File: src/hdl/pft_pkg.sv
// shared constants and types for the pulse flow totalizer
package pft_pkg;

  localparam int HIST_DEPTH = 16;
  localparam int IDX_W      = $clog2(HIST_DEPTH);

  localparam int CNT_W  = 16;
  localparam int TICK_W = 32;
  localparam int VOL_W  = 32;
  localparam int PPL_W  = 16;
  localparam int FLOW_W = 32;

  localparam logic [PPL_W-1:0] DEFAULT_PPL = PPL_W'(500);
  localparam int ML_PER_L   = 1000;
  localparam int FLOW_SCALE = 60000000;

  localparam int ACC_W   = $clog2((2**CNT_W - 1) * ML_PER_L + 2**PPL_W - 1);
  localparam int SUM_W   = CNT_W + $clog2(HIST_DEPTH);
  localparam int SCALE_W = $clog2(FLOW_SCALE + 1);
  localparam int NUM_W   = SUM_W + SCALE_W;
  localparam int DEN_W   = PPL_W + TICK_W;
  localparam int STEP_W  = $clog2(NUM_W + 1);

  localparam int CFG_IDX_W  = 8;
  localparam int CFG_DATA_W = 32;
  localparam logic [CFG_IDX_W-1:0] CFG_PPL    = CFG_IDX_W'(0);
  localparam logic [CFG_IDX_W-1:0] CFG_PRESET = CFG_IDX_W'(1);

  typedef struct packed {
    logic              start;
    logic [STEP_W-1:0] steps;
  } div_req_t;

endpackage

File: src/hdl/pulse_flow_totalizer_top.sv
// top level of the pulse flow totalizer: sequencer, history ring and output register
//
// Each accepted sample gives one result. A sample is accepted only while the sequencer
// is idle, and the work runs through one shared divider that yields one quotient bit
// per cycle. Until the history ring holds HIST_DEPTH samples a sample runs only the
// volume division; once the ring is full the flow division follows the volume
// division, and is skipped when the interval is zero. A new sample may be accepted
// while the previous result still waits at the output.
// Configuration writes are taken at any time but must only be issued while idle.
module pulse_flow_totalizer_top import pft_pkg::*; (
  input  logic                  clk_i,
  input  logic                  rst_ni,
  input  logic                  in_valid_i,
  output logic                  in_stall_o,
  input  logic [CNT_W-1:0]      counter_value_i,
  input  logic [TICK_W-1:0]     tick_ms_i,
  output logic                  out_valid_o,
  input  logic                  out_stall_i,
  output logic                  pulses_seen_o,
  output logic [CNT_W-1:0]      pulse_delta_o,
  output logic [VOL_W-1:0]      total_ml_o,
  output logic [FLOW_W-1:0]     flow_ml_per_min_o,
  input  logic                  cfg_valid_i,
  output logic                  cfg_ready_o,
  input  logic [CFG_IDX_W-1:0]  cfg_index_i,
  input  logic [CFG_DATA_W-1:0] cfg_data_i
);

  typedef enum logic [2:0] {
    S_IDLE,
    S_VREQ,
    S_VWAIT,
    S_MUL,
    S_FREQ,
    S_FWAIT,
    S_DONE
  } state_e;

  state_e            state_q, state_d;
  logic [PPL_W-1:0]  ppl_cfg_q, ppl_cfg_d;
  logic [PPL_W-1:0]  ppl_q, ppl_d;
  logic [CNT_W-1:0]  last_q, last_d;
  logic [VOL_W-1:0]  volume_q, volume_d;
  logic [PPL_W-1:0]  carry_q, carry_d;
  logic [SUM_W-1:0]  sum_q, sum_d;
  logic [IDX_W-1:0]  head_q, head_d;
  logic [IDX_W-1:0]  fill_q, fill_d;
  logic              full_q, full_d;
  logic [CNT_W-1:0]  delta_q, delta_d;
  logic [TICK_W-1:0] tick_q, tick_d;
  logic [ACC_W-1:0]  acc_q, acc_d;
  logic [NUM_W-1:0]  num_q, num_d;
  logic [DEN_W-1:0]  den_q, den_d;
  logic [FLOW_W-1:0] flow_res_q, flow_res_d;
  logic              out_valid_q, out_valid_d;
  logic [CNT_W-1:0]  out_delta_q, out_delta_d;
  logic [VOL_W-1:0]  out_total_q, out_total_d;
  logic [FLOW_W-1:0] out_flow_q, out_flow_d;

  logic                in_accept;
  logic                cfg_accept;
  logic [CNT_W-1:0]    delta_new;
  logic [IDX_W:0]      slot_sum;
  logic [IDX_W-1:0]    slot;
  logic [TICK_W-1:0]   dt;
  logic [TICK_W+CNT_W-1:0] ring_rdata;
  logic [TICK_W-1:0]   old_tick;
  logic [CNT_W-1:0]    old_delta;

  div_req_t          div_req;
  logic [NUM_W-1:0]  div_dividend;
  logic [DEN_W-1:0]  div_divisor;
  logic              div_done;
  logic [NUM_W-1:0]  div_quo;
  logic [DEN_W-1:0]  div_rem;

  assign in_stall_o  = (state_q != S_IDLE);
  assign in_accept   = in_valid_i && !in_stall_o;
  assign cfg_ready_o = 1'b1;
  assign cfg_accept  = cfg_valid_i && cfg_ready_o;

  assign delta_new = counter_value_i - last_q;
  assign slot_sum  = {1'b0, head_q} + {1'b0, fill_q};
  assign slot      = (slot_sum >= (IDX_W+1)'(HIST_DEPTH))
                   ? IDX_W'(slot_sum - (IDX_W+1)'(HIST_DEPTH)) : slot_sum[IDX_W-1:0];

  assign old_tick  = ring_rdata[TICK_W+CNT_W-1:CNT_W];
  assign old_delta = ring_rdata[CNT_W-1:0];
  assign dt        = tick_q - old_tick;

  pft_ram #(
    .WIDTH(TICK_W + CNT_W),
    .DEPTH(HIST_DEPTH)
  ) u_ring (
    .clk_i   (clk_i),
    .we_i    (in_accept),
    .waddr_i (slot),
    .wdata_i ({tick_ms_i, delta_new}),
    .re_i    (in_accept),
    .raddr_i (head_q),
    .rdata_o (ring_rdata)
  );

  always_comb begin
    div_req.start = (state_q == S_VREQ) || (state_q == S_FREQ);
    div_req.steps = (state_q == S_FREQ) ? STEP_W'(NUM_W) : STEP_W'(ACC_W);
    if (state_q == S_FREQ) begin
      div_dividend = num_q;
      div_divisor  = den_q;
    end else begin
      div_dividend = NUM_W'(acc_q) << (NUM_W - ACC_W);
      div_divisor  = DEN_W'(ppl_q);
    end
  end

  pft_div u_div (
    .clk_i      (clk_i),
    .rst_ni     (rst_ni),
    .req_i      (div_req),
    .dividend_i (div_dividend),
    .divisor_i  (div_divisor),
    .done_o     (div_done),
    .quo_o      (div_quo),
    .rem_o      (div_rem)
  );

  always_comb begin
    state_d     = state_q;
    ppl_cfg_d   = ppl_cfg_q;
    ppl_d       = ppl_q;
    last_d      = last_q;
    volume_d    = volume_q;
    carry_d     = carry_q;
    sum_d       = sum_q;
    head_d      = head_q;
    fill_d      = fill_q;
    full_d      = full_q;
    delta_d     = delta_q;
    tick_d      = tick_q;
    acc_d       = acc_q;
    num_d       = num_q;
    den_d       = den_q;
    flow_res_d  = flow_res_q;
    out_valid_d = out_valid_q && out_stall_i;
    out_delta_d = out_delta_q;
    out_total_d = out_total_q;
    out_flow_d  = out_flow_q;

    unique case (state_q)
      S_IDLE: begin
        if (in_accept) begin
          last_d  = counter_value_i;
          delta_d = delta_new;
          tick_d  = tick_ms_i;
          ppl_d   = (ppl_cfg_q == '0) ? DEFAULT_PPL : ppl_cfg_q;
          sum_d   = sum_q + SUM_W'(delta_new);
          acc_d   = ACC_W'(carry_q) + ACC_W'(delta_new) * ACC_W'(ML_PER_L);
          full_d  = (fill_q == IDX_W'(HIST_DEPTH - 1));
          if (fill_q != IDX_W'(HIST_DEPTH - 1)) begin
            fill_d = fill_q + IDX_W'(1);
          end
          state_d = S_VREQ;
        end
      end
      S_VREQ: begin
        state_d = S_VWAIT;
      end
      S_VWAIT: begin
        if (div_done) begin
          volume_d = volume_q + VOL_W'(div_quo[ACC_W-1:0]);
          carry_d  = div_rem[PPL_W-1:0];
          if (full_q) begin
            state_d = S_MUL;
          end else begin
            flow_res_d = '0;
            state_d    = S_DONE;
          end
        end
      end
      S_MUL: begin
        num_d  = NUM_W'(sum_q) * NUM_W'(FLOW_SCALE);
        den_d  = DEN_W'(ppl_q) * DEN_W'(dt);
        sum_d  = sum_q - SUM_W'(old_delta);
        head_d = (head_q == IDX_W'(HIST_DEPTH - 1)) ? '0 : head_q + IDX_W'(1);
        if (dt == '0) begin
          flow_res_d = '1;
          state_d    = S_DONE;
        end else begin
          state_d = S_FREQ;
        end
      end
      S_FREQ: begin
        state_d = S_FWAIT;
      end
      S_FWAIT: begin
        if (div_done) begin
          flow_res_d = (|div_quo[NUM_W-1:FLOW_W]) ? '1 : div_quo[FLOW_W-1:0];
          state_d    = S_DONE;
        end
      end
      S_DONE: begin
        if (!out_valid_q || !out_stall_i) begin
          out_valid_d = 1'b1;
          out_delta_d = delta_q;
          out_total_d = volume_q;
          out_flow_d  = flow_res_q;
          state_d     = S_IDLE;
        end
      end
      default: begin
        state_d = S_IDLE;
      end
    endcase

    if (cfg_accept) begin
      if (cfg_index_i == CFG_PPL) begin
        ppl_cfg_d = cfg_data_i[PPL_W-1:0];
      end else if (cfg_index_i == CFG_PRESET) begin
        volume_d = cfg_data_i[VOL_W-1:0];
      end
    end
  end

  always_ff @(posedge clk_i or negedge rst_ni) begin
    if (!rst_ni) begin
      state_q     <= S_IDLE;
      ppl_cfg_q   <= '0;
      last_q      <= '0;
      volume_q    <= '0;
      carry_q     <= '0;
      sum_q       <= '0;
      head_q      <= '0;
      fill_q      <= '0;
      full_q      <= 1'b0;
      out_valid_q <= 1'b0;
      ppl_q       <= '0;
      delta_q     <= '0;
      tick_q      <= '0;
      acc_q       <= '0;
      num_q       <= '0;
      den_q       <= '0;
      flow_res_q  <= '0;
      out_delta_q <= '0;
      out_total_q <= '0;
      out_flow_q  <= '0;
    end else begin
      state_q     <= state_d;
      ppl_cfg_q   <= ppl_cfg_d;
      last_q      <= last_d;
      volume_q    <= volume_d;
      carry_q     <= carry_d;
      sum_q       <= sum_d;
      head_q      <= head_d;
      fill_q      <= fill_d;
      full_q      <= full_d;
      out_valid_q <= out_valid_d;
      ppl_q       <= ppl_d;
      delta_q     <= delta_d;
      tick_q      <= tick_d;
      acc_q       <= acc_d;
      num_q       <= num_d;
      den_q       <= den_d;
      flow_res_q  <= flow_res_d;
      out_delta_q <= out_delta_d;
      out_total_q <= out_total_d;
      out_flow_q  <= out_flow_d;
    end
  end

  assign out_valid_o       = out_valid_q;
  assign pulses_seen_o     = |out_delta_q;
  assign pulse_delta_o     = out_delta_q;
  assign total_ml_o        = out_total_q;
  assign flow_ml_per_min_o = out_flow_q;

endmodule

File: src/hdl/pft_ram.sv
// generic single write port ram with registered read
module pft_ram #(
  parameter int WIDTH = 8,
  parameter int DEPTH = 16
) (
  input  logic                     clk_i,
  input  logic                     we_i,
  input  logic [$clog2(DEPTH)-1:0] waddr_i,
  input  logic [WIDTH-1:0]         wdata_i,
  input  logic                     re_i,
  input  logic [$clog2(DEPTH)-1:0] raddr_i,
  output logic [WIDTH-1:0]         rdata_o
);

  logic [WIDTH-1:0] mem_q [DEPTH];
  logic [WIDTH-1:0] rdata_q;

  always_ff @(posedge clk_i) begin
    if (we_i) begin
      mem_q[waddr_i] <= wdata_i;
    end
    if (re_i) begin
      rdata_q <= mem_q[raddr_i];
    end
  end

  assign rdata_o = rdata_q;

endmodule

File: src/hdl/pft_div.sv
// shared radix-2 restoring divider, one quotient bit per cycle
module pft_div import pft_pkg::*; (
  input  logic             clk_i,
  input  logic             rst_ni,
  input  div_req_t         req_i,
  input  logic [NUM_W-1:0] dividend_i,
  input  logic [DEN_W-1:0] divisor_i,
  output logic             done_o,
  output logic [NUM_W-1:0] quo_o,
  output logic [DEN_W-1:0] rem_o
);

  logic              busy_q;
  logic              done_q;
  logic [STEP_W-1:0] cnt_q;
  logic [DEN_W-1:0]  rem_q;
  logic [NUM_W-1:0]  quo_q;
  logic [DEN_W-1:0]  dvs_q;

  logic [DEN_W:0] trial;
  logic [DEN_W:0] diff;
  logic           ge;

  assign trial = {rem_q, quo_q[NUM_W-1]};
  assign ge    = trial >= {1'b0, dvs_q};
  assign diff  = trial - {1'b0, dvs_q};

  always_ff @(posedge clk_i or negedge rst_ni) begin
    if (!rst_ni) begin
      busy_q <= 1'b0;
      done_q <= 1'b0;
      cnt_q  <= '0;
    end else begin
      done_q <= 1'b0;
      if (req_i.start) begin
        busy_q <= 1'b1;
        cnt_q  <= req_i.steps;
      end else if (busy_q) begin
        cnt_q <= cnt_q - STEP_W'(1);
        if (cnt_q == STEP_W'(1)) begin
          busy_q <= 1'b0;
          done_q <= 1'b1;
        end
      end
    end
  end

  always_ff @(posedge clk_i) begin
    if (req_i.start) begin
      rem_q <= '0;
      quo_q <= dividend_i;
      dvs_q <= divisor_i;
    end else if (busy_q) begin
      rem_q <= ge ? diff[DEN_W-1:0] : trial[DEN_W-1:0];
      quo_q <= {quo_q[NUM_W-2:0], ge};
    end
  end

  assign done_o = done_q;
  assign quo_o  = quo_q;
  assign rem_o  = rem_q;

endmodule

File: config.mk
export PLATFORM = sky130hd
export DESIGN_NAME = pulse_flow_totalizer_top
export DESIGN_NICKNAME = d
export VERILOG_FILES = /design/src/hdl/pft_pkg.sv /design/src/hdl/pulse_flow_totalizer_top.sv /design/src/hdl/pft_ram.sv /design/src/hdl/pft_div.sv
export SDC_FILE = /design/constraint.sdc
export NUM_CORES = 2
export LEC_CHECK = 0
export ABC_CLOCK_PERIOD_IN_PS = 8200
export BUFFER_PORTS_ARGS = -buffer_cell sky130_fd_sc_hd__buf_2
export CAP_MARGIN = 20
export CORE_UTILIZATION = 58
export CTS_CLUSTER_SIZE = 30
export DETAILED_ROUTE_END_ITERATION = 12
export GPL_ROUTABILITY_DRIVEN = 0
export PLACE_DENSITY = 0.85
export SYNTH_ARGS = -nofsm -noshare
export SYNTH_HDL_FRONTEND = slang
export SYNTH_SLANG_ARGS = --single-unit
export TNS_END_PERCENT = 1
File: constraint.sdc
create_clock -name clk_i -period 8.2 [get_ports clk_i]
set_input_delay 0.41 -clock clk_i [delete_from_list [all_inputs] [get_ports clk_i]]
set_output_delay 0.41 -clock clk_i [all_outputs]
set_load 0.03 [all_outputs]
==> impl_metrics.toml <==
[run_status]
status = "complete, but fails checks"
violations = "setup timing"

[timing]
rsz0062_at_grt = "yes"
finClkSkew_ps = 77.6
setup_viol = 6
fin_crit_ps = 8330
finalCritPeriodShare_pct = 102
fmaxAchievable_ghz = 0.120
setup_ws_ps = -129
holdWs_ps = 89.7
relSlewSlack_pct = 27.0
slew_viol_final = 0
hold_viol_final = 0
tightest_slew_ps = 1090

[final_layout]
drive_above_1_share_pct = 15.5
finalNetCount = 8539
stdcell_count = 9381
area_growth_pct = 12.3

[floorplan]
die_h_um = 385
ioPinCount = 177
die_area_um2 = 148000
coreArea_um2 = 146000
start_util_pct = 58.4
die_w_um = 385
rows = 140

[route]
top_layer_used = "met5"
dr.first_iter.drc_count = 6459
vias = 58800
wl_met2_mm = 111
vias_per_cell = 6.27
drt_pre_antenna_iters = 8
ant_nets = 0
avgRoutedWirePerCell_um = 24.2
drt_wl_total_mm = 227
drc = 0
drt-met1-wl_mm = 82.4
wl_met3_mm = 21.1

[logic_synthesis]
yosys_register_bits = 1367
syn_inst = 6991
synth-edff-count = 910
synth.distinct_cells = 100
yosys_warnings = 0
synth_ff_type = "edfxtp_1"
synth_fp_nets = 8188
synthArstFlopShare_pct = 29.9
synth-seq-area-share_pct = 45.3
syn-cell-area_um2 = 85000
syn_area_per_cell_um2 = 12.2

[clock_network]
clock_path_buffers = 3
clockRootBuffer = "clkbuf_16"
tritoncts = "yes"
cts_max_level = 4
clk_pin_slew_ps = 60
cts_buffers = 141
clock_latency_ps = 830
clkSinkCount = 1367

[setup_path]
r2r_start = "u_ring.rdata_o[16]"
crit_path_start = "u_ring.rdata_o[16]"
slowest_delay_ps = 570
startpoint_type = "flop"
worstSetupPathType = "flop to flop"
cp_slowest_cell = "fa_1"
crit_required_ps = 8830
cp_common_cell = "fa_1"
path_max_fanout = 7
arrival_ps = 8960
crit_path_end_kind = "flop"

[placed_design]
dp_hpwl_mm = 146
numPortBuffers = 175
dp.cells = 9014

[global_route]
grt_util_all_layers_pct = 31.1
grt_first_pass_wirelength_mm = 351
gr-total-overflow = 0
grt_max_degree = 158
grt_pass1_vias = 61400
antenna_found_initial = 9

[hold_path]
hold_start = "in_valid_i"
hold_class = "input pin to flop"

[flow_run]
max_cap_viol_count = 0
[stage by stage]
stage          cell area [µm²]  util, %  setup slack (ps)  setup TNS, ps
5_1_grt                  95400     65.5              -365          -3740
3_5_place_dp             89200     61.3              -238          -1700
6_report                 95400     65.5              -129           -281
3_3_place_gp             89200     61.2             -58.1           -117
2_1_floorplan            85000        -              30.7              0
4_1_cts                  95100     65.4             -21.9          -21.9
[cell families (layout without fill, tap and decap cells)]
logic type,count (synthesis),in the layout,synth area share (%)
XOR/XNOR,248,248,2.57
adder cells (fa/ha/maj),1104,1104,21.5
AO/OA/AOI/OAI,1022,1022,7.86
flip-flops,1367,1367,45.3
buffers and inverters,1061,1530,4.76
other,1,5,0.00441
multiplexers,394,394,8.35
AND/OR/NAND/NOR,1794,1794,9.66
[synthesized netlist by cell type (8+ instances only)]
cell type / count / area [µm²]
mux2i_1: 39 / 390
nand3_1: 65 / 325
o21ai_0: 295 / 1480
o31ai_1: 15 / 113
or2_2: 12 / 75.1
o31a_1: 9 / 78.8
a31oi_1: 28 / 175
nor2b_1: 52 / 325
o211ai_1: 13 / 97.6
mux4_2: 240 / 5410
o2111ai_1: 8 / 70.1
xor2_1: 92 / 806
nor4_1: 25 / 156
dfxtp_1: 48 / 961
o21bai_1: 35 / 263
nor2_1: 272 / 1020
nor3b_1: 8 / 60.1
dfrtp_1: 409 / 10200
or3_1: 12 / 75.1
a22oi_1: 28 / 210
edfxtp_1: 910 / 27300
nand2b_1: 43 / 269
mux2_2: 114 / 1280
a21o_1: 101 / 758
xnor2_1: 155 / 1360
nand4_1: 28 / 175
a21oi_1: 267 / 1340
fa_1: 589 / 11800
clkbuf_1: 259 / 972
a211oi_1: 48 / 360
inv_1: 762 / 2860
and3_1: 41 / 257
nand2_1: 916 / 3440
nor3_1: 42 / 210
buf_1: 24 / 90.1
ha_1: 515 / 6440
o21ai_1: 9 / 45.0
o21a_1: 32 / 240
o2bb2ai_2: 31 / 465
and2_1: 243 / 1520
a22o_1: 13 / 114
[worst max-delay path: cells and delay by family, from the launching register on]
kind,cells,cell delay (ps)
adders and majority gates,9,3930
AOI/OAI and AO/OA,14,2690
and+or+nand+nor,3,530
DFF,1,400
xor gates and xnor gates,2,290
buffers and inverters,3,290
[per-layer routing]
metal	GRT usage, %	vias up
met1	39.1	29200
met3	5.68	917
li1	-	24900
met4	16.3	8
met2	51.3	3770
met5	0	-
[final timing paths]
kind                                          to  cells past startpoint  slack [ps]
min in group asynchronous  flow_ml_per_min_o[27]                      2         290
max in group asynchronous              head_q[1]                      3        6350
max                                    den_q[41]                     31        -130
min reg2reg                             acc_q[2]                      2         450
min                                   state_q[0]                      5          90
max reg2reg                            den_q[41]                     31        -130
[layout make-up]
type	instances	area, µm²
clock buffers	189	3890
fillers	9577	50200
well taps	1917	2400
repair buffers	504	3800
clock inverters	72	916
diodes	4	10.0
inverters	765	2880
multi-input cells	4563	43000
flip-flops and latches	1367	38500
[state kept, by name (all words and copies together), names as in the netlist, 20 cells and up]
register,count
flow_ml_per_min_o,32
sum_q,20
u_div.rem_o,48
u_div.quo_o,46
u_ring.rdata_o,48
u_ring.mem_q,768
total_ml_o,32
den_q,48
acc_q,26
flow_res_q,32
tick_q,32
u_div.dvs_q,48
volume_q,32
num_q,38
[cell usage in the layout, fill, tap and decap left out, drive strengths merged, types with 32 or more instances in the layout]
cell | synthesis | layout
and2 | 244 | 244
xor2 | 93 | 93
nand2 | 916 | 916
fa | 589 | 589
mux4 | 240 | 240
and3 | 42 | 42
nor2 | 273 | 273
ha | 515 | 515
inv | 763 | 771
o21ai | 306 | 306
clkinv | 2 | 48
nor3 | 43 | 43
o21bai | 35 | 35
a211oi | 49 | 49
a21o | 101 | 101
dlygate4sd3 | 0 | 82
nand3 | 65 | 65
a21oi | 270 | 270
mux2 | 115 | 115
dfrtp | 409 | 409
buf | 37 | 422
o21a | 32 | 32
xnor2 | 155 | 155
mux2i | 39 | 39
edfxtp | 910 | 910
clkbuf | 259 | 189
o2bb2ai | 35 | 35
dfxtp | 48 | 48
nor2b | 52 | 52
nand2b | 43 | 43
[what timing repair did]
action | CTS | global route
pin swaps | 27 | 13
resized for setup | 41 | 35
cloned | 0 | 0
endpoints found under the hold margin | 712 | 0
setup endpoints to repair | 14 | 22
hold buffers | 82 | 0
buffers inserted | 14 | 3
Power is not shown: default switching activity piles up to over one toggle a cycle in this logic, so the estimate is an artifact.
